File: config.mk
export PLATFORM = sky130hd
export DESIGN_NAME = lcr_ctrl
export DESIGN_NICKNAME = d
export VERILOG_FILES = /design/src/design/lcr_pkg.sv /design/src/design/lcr_ctrl.sv
export SDC_FILE = /design/constraint.sdc
export NUM_CORES = 1
export LEC_CHECK = 0
export ABC_AREA = 1
export BUFFER_PORTS_ARGS = -buffer_cell sky130_fd_sc_hd__buf_2
export CAP_MARGIN = 10
export CORE_AREA = 2 2 41 43
export DETAILED_ROUTE_END_ITERATION = 10
export DIE_AREA = 0 0 43 45
export GPL_ROUTABILITY_DRIVEN = 0
export HOLD_SLACK_MARGIN = 0.03
export PLACE_DENSITY = 0.69
export SLEW_MARGIN = 5
export SYNTH_ARGS = -nofsm -noshare
export SYNTH_HDL_FRONTEND = slang
export SYNTH_SLANG_ARGS = --single-unit
File: constraint.sdc
create_clock -name aclk -period 1.07 [get_ports aclk]
set_input_delay 0.214 -clock aclk [delete_from_list [all_inputs] [get_ports aclk]]
set_output_delay 0.214 -clock aclk [all_outputs]
set_load 0.005 [all_outputs]
File: src/design/lcr_pkg.sv
// shared types and constants for the longest consecutive run block
package lcr_pkg;

    localparam int DEFAULT_MAX_VALUES = 256;
    localparam int KEY_W              = 32;
    localparam int RUN_W              = 9;
    localparam logic [RUN_W-1:0] RUN_MAX   = '1;
    localparam logic [KEY_W-1:0] SIGN_BIAS = 32'h8000_0000;
    localparam logic [KEY_W-1:0] KEY_TOP   = '1;

    localparam logic OP_INSERT = 1'b0;
    localparam logic OP_FINISH = 1'b1;

    typedef enum logic [3:0] {
        ST_IDLE,
        ST_SCAN_RD,
        ST_SCAN_CMP,
        ST_SH_CHK,
        ST_SH_WR,
        ST_F_START,
        ST_F_INIT,
        ST_F_RD,
        ST_F_STEP,
        ST_F_OUT
    } state_t;

    typedef struct packed {
        logic load_key;
        logic idx_clr;
        logic idx_inc;
        logic idx_from_cnt;
        logic pos_load;
        logic rd_en;
        logic rd_prev;
        logic wr_shift;
        logic wr_key;
        logic set_drop;
        logic run_zero;
        logic run_init;
        logic run_step;
        logic clear;
        logic out_load;
    } cmd_t;

    typedef struct packed {
        logic             cnt_zero;
        logic             full;
        logic             idx_at_cnt;
        logic             idx_at_pos;
        logic             eq;
        logic             gt;
        logic [RUN_W-1:0] run_length;
        logic             dropped;
    } stat_t;

endpackage

File: src/design/lcr_ctrl.sv
// controller state machine: sorted insert, drop on full, run scan on finish
module lcr_ctrl
    import lcr_pkg::*;
(
    input  logic  aclk,
    input  logic  aresetn,
    input  logic  s_tvalid,
    input  logic  s_op,
    input  logic  out_free,
    input  stat_t stat,
    output logic  s_tready,
    output cmd_t  cmd
);

    state_t state_reg, state_next;
    logic   accept;

    assign accept = s_tvalid && (state_reg == ST_IDLE);

    always_ff @(posedge aclk) begin
        if (!aresetn) begin
            state_reg <= ST_IDLE;
        end else begin
            state_reg <= state_next;
        end
    end

    always_comb begin
        state_next = state_reg;
        unique case (state_reg)
            ST_IDLE: begin
                if (accept) begin
                    state_next = (s_op == OP_FINISH) ? ST_F_START : ST_SCAN_RD;
                end
            end
            ST_SCAN_RD: begin
                if (stat.idx_at_cnt) begin
                    state_next = stat.full ? ST_IDLE : ST_SH_CHK;
                end else begin
                    state_next = ST_SCAN_CMP;
                end
            end
            ST_SCAN_CMP: begin
                if (stat.eq) begin
                    state_next = ST_IDLE;
                end else if (stat.gt) begin
                    state_next = stat.full ? ST_IDLE : ST_SH_CHK;
                end else begin
                    state_next = ST_SCAN_RD;
                end
            end
            ST_SH_CHK:  state_next = stat.idx_at_pos ? ST_IDLE : ST_SH_WR;
            ST_SH_WR:   state_next = ST_SH_CHK;
            ST_F_START: state_next = stat.cnt_zero ? ST_F_OUT : ST_F_INIT;
            ST_F_INIT:  state_next = ST_F_RD;
            ST_F_RD:    state_next = stat.idx_at_cnt ? ST_F_OUT : ST_F_STEP;
            ST_F_STEP:  state_next = ST_F_RD;
            ST_F_OUT:   state_next = out_free ? ST_IDLE : ST_F_OUT;
            default:    state_next = ST_IDLE;
        endcase
    end

    always_comb begin
        cmd      = '0;
        s_tready = 1'b0;
        unique case (state_reg)
            ST_IDLE: begin
                s_tready = 1'b1;
                if (accept) begin
                    cmd.idx_clr = 1'b1;
                    if (s_op == OP_FINISH) begin
                        cmd.run_zero = 1'b1;
                    end else begin
                        cmd.load_key = 1'b1;
                    end
                end
            end
            ST_SCAN_RD: begin
                if (stat.idx_at_cnt) begin
                    if (stat.full) begin
                        cmd.set_drop = 1'b1;
                    end else begin
                        cmd.pos_load     = 1'b1;
                        cmd.idx_from_cnt = 1'b1;
                    end
                end else begin
                    cmd.rd_en = 1'b1;
                end
            end
            ST_SCAN_CMP: begin
                if (!stat.eq) begin
                    if (stat.gt) begin
                        if (stat.full) begin
                            cmd.set_drop = 1'b1;
                        end else begin
                            cmd.pos_load     = 1'b1;
                            cmd.idx_from_cnt = 1'b1;
                        end
                    end else begin
                        cmd.idx_inc = 1'b1;
                    end
                end
            end
            ST_SH_CHK: begin
                if (stat.idx_at_pos) begin
                    cmd.wr_key = 1'b1;
                end else begin
                    cmd.rd_en   = 1'b1;
                    cmd.rd_prev = 1'b1;
                end
            end
            ST_SH_WR: cmd.wr_shift = 1'b1;
            ST_F_START: begin
                if (!stat.cnt_zero) begin
                    cmd.rd_en   = 1'b1;
                    cmd.idx_inc = 1'b1;
                end
            end
            ST_F_INIT: cmd.run_init = 1'b1;
            ST_F_RD: begin
                if (!stat.idx_at_cnt) begin
                    cmd.rd_en   = 1'b1;
                    cmd.idx_inc = 1'b1;
                end
            end
            ST_F_STEP: cmd.run_step = 1'b1;
            ST_F_OUT: begin
                if (out_free) begin
                    cmd.out_load = 1'b1;
                    cmd.clear    = 1'b1;
                end
            end
            default: cmd = '0;
        endcase
    end

endmodule

==> reports/metrics.csv <==
metric,value,unit
"Max FO, Critical Path",4,
Core Rows,14,
Worst-Skew Late Latency,0.25,ns
Iter 0 DRT Violations,10,
final setup vio count,19,
top-count cell post-synth,nand2_1,
setup repair after global routing missed its margin,yes,
Worst-path clk slew,0.05,ns
outcome,finished with violations,
WHS,0.222,ns
# H-tree levels,1,
full die area,1940,um2
"top cells by count, synth","21 x nand2_1, 15 x inv_1, 13 x nor2_1, 10 x nand3_1, 5 x inv_2",
clock root cell,clkbuf_4,
fmax,680,MHz
fin util,63.3,%
DRC viols,0,
synthesized area per cell,5.34,um2
critical path cell sequence,"inv_4, nor2_4, nand3b_1, o21ai_1, inv_1, o211ai_1, buf_2",
Final min period,1.47,ns
core area,1470,um2
Max clock buf depth,2,
share of post-route cells with drive strength above 1,67.4,%
Post-Place Worst Slack,-0.199,ns
post-synth top area share,17.3,%
chip width,43,um
fin cells,148,
max cap viols,0,
CTS tree,built,
slew margin rel.,87.4,%
drt via density,4.64,
routed vias,686,
largest net degree at the start of global routing,7,
Clock Skews,0.0166,ns
IO Port Bufs,26,
Area contributors post-synth,"dfxtp_1 17%, nand2_1 17%, inv_1 12%",
Pre-Repair DR Iteration Count,4,
setup_tns,-5.46,ns
sequential share of the synthesized area,17.3,%
"Top FF cell, synth",dfxtp_1,
asr flop ratio synth,0,%
Crit-path slowest cell,dfxtp_4,
die height,45,um
nets@finish,154,
CTS Sinks,4,
Final Max Slew Viols,0,
crit start category,flop,
mapped cell area,464,um2
Netlist cell types,21,
Total GRT Usage,15.8,%
# IOs,37,
failing checks,negative setup slack,
"EDFF count, synth",0,
area grow syn2layout,101,%
setup ws final,-0.400,ns
#FFs+latches synth,4,
"Hold Vio Cnt, Final",0,
Syn Inst Count,87,
max FFs per register,4,
starting density of the core,31.5,%
initial antenna violation count,0,
Slew @ Worst Pin,0.188,ns
leakage power,0.540,nW
fin crit share,137,%
final WL,1.51,mm
Synthesis Warnings,0,
Max IR drop VDD,0.814,mV
Worst EP arrival,1.26,ns
first-pass GRT wire length,2.42,mm
placed cell count,140,
CP Class,flop to output pin,
"Largest stage delay, worst path",0.39,ns
Antenna Violating Nets Remaining,0,
GRT Residual Overflow,0,
CTS Buf Count,3,
post-synthesis net count,108,
post-DP HPWL,1.15,mm
vias in the first global route,588,
Worst Hold Class,input port to flop,
Yosys top cell by area,dfxtp_1,
"Req. time, crit path",0.86,ns
Worst setup EP type,output pin,
PD cells,1890,nW/um2
FILL cells,133,
ant diodes,0,
WL per Instance,10.2,um
## where the power goes
group	total (mW)	internal (mW)	switching [mW]
clock	0.216	0.141	0.0752
combinational	1.26	0.610	0.649
sequential	0.285	0.209	0.0761
## cell usage in the layout (no fill, tap or decap), drive strengths merged
cell / Yosys / layout
clkinv: 1 / 1
a31oi: 1 / 1
buf: 2 / 43
nand3: 10 / 10
inv: 20 / 20
a21oi: 1 / 1
nand2: 22 / 22
o31ai: 1 / 1
nand3b: 1 / 1
o211ai: 1 / 1
nor3: 2 / 2
nor4: 1 / 1
o22ai: 1 / 1
dfxtp: 4 / 4
nor2: 17 / 17
o21ai: 2 / 2
clkbuf: 0 / 4
## through the flow
stage | total power, mW | instance area [um2]
3_3_place_gp | 1.14 | 738
5_1_grt | 1.88 | 931
4_1_cts | 1.55 | 845
6_report | 1.76 | 931
3_5_place_dp | 1.16 | 738
2_1_floorplan | 0.764 | 505
## layer usage
| metal | global-route usage, % | vias to the layer above | part of all wire (%) |
|---|---|---|---|
| met5 | 0 | - | 0 |
| met4 | 4.24 | 0 | 0.73 |
| met3 | 0.400 | 2 | 4.5 |
| met2 | 28.8 | 24 | 52 |
| met1 | 20.7 | 303 | 43 |
| li1 | - | 357 | - |
## layout make-up
class	count	area, um2	share of cell area, %
Tap cell	16	20.0	2.15
Timing Repair Buffer	43	290	31.2
Multi-Input combinational cell	60	412	44.2
Sequential cell	4	92.6	9.95
Clock buffer	4	26.3	2.82
Inverter	21	90.1	9.68
## repair_timing
| item | in CTS | in global routing |
|---|---|---|
| hold buffers | 0 | 0 |
| pin swaps | 4 | 5 |
| resized for setup | 26 | 18 |
| setup endpoints to repair | 19 | 20 |
| setup buffers | 1 | 3 |
## worst paths after layout
check                from           end  slack [ns]  cells past startpoint
max          state_reg[0]        cmd[9]       -0.40                      7
min               aresetn  state_reg[3]        0.22                      3
max reg2reg  state_reg[1]  state_reg[2]       -0.15                      8
min reg2reg  state_reg[3]  state_reg[3]        0.63                      3
## kinds of logic (layout without fill, tap and decap cells)
group | after synthesis | after routing | synth area share, %
buffers and inverters | 23 | 68 | 20.2
DFF | 4 | 4 | 17.3
AOI/OAI and AO/OA | 7 | 7 | 9.16
and+or+nand+nor | 53 | 53 | 53.4
## critical path: cells and delay by family, from the launching register on
family / cells / cell delay [ns]
flops: 1 / 0.39
buf+inv: 3 / 0.26
simple gates: 2 / 0.19
compound gates: 2 / 0.16
(Power assumes the default switching activity.)
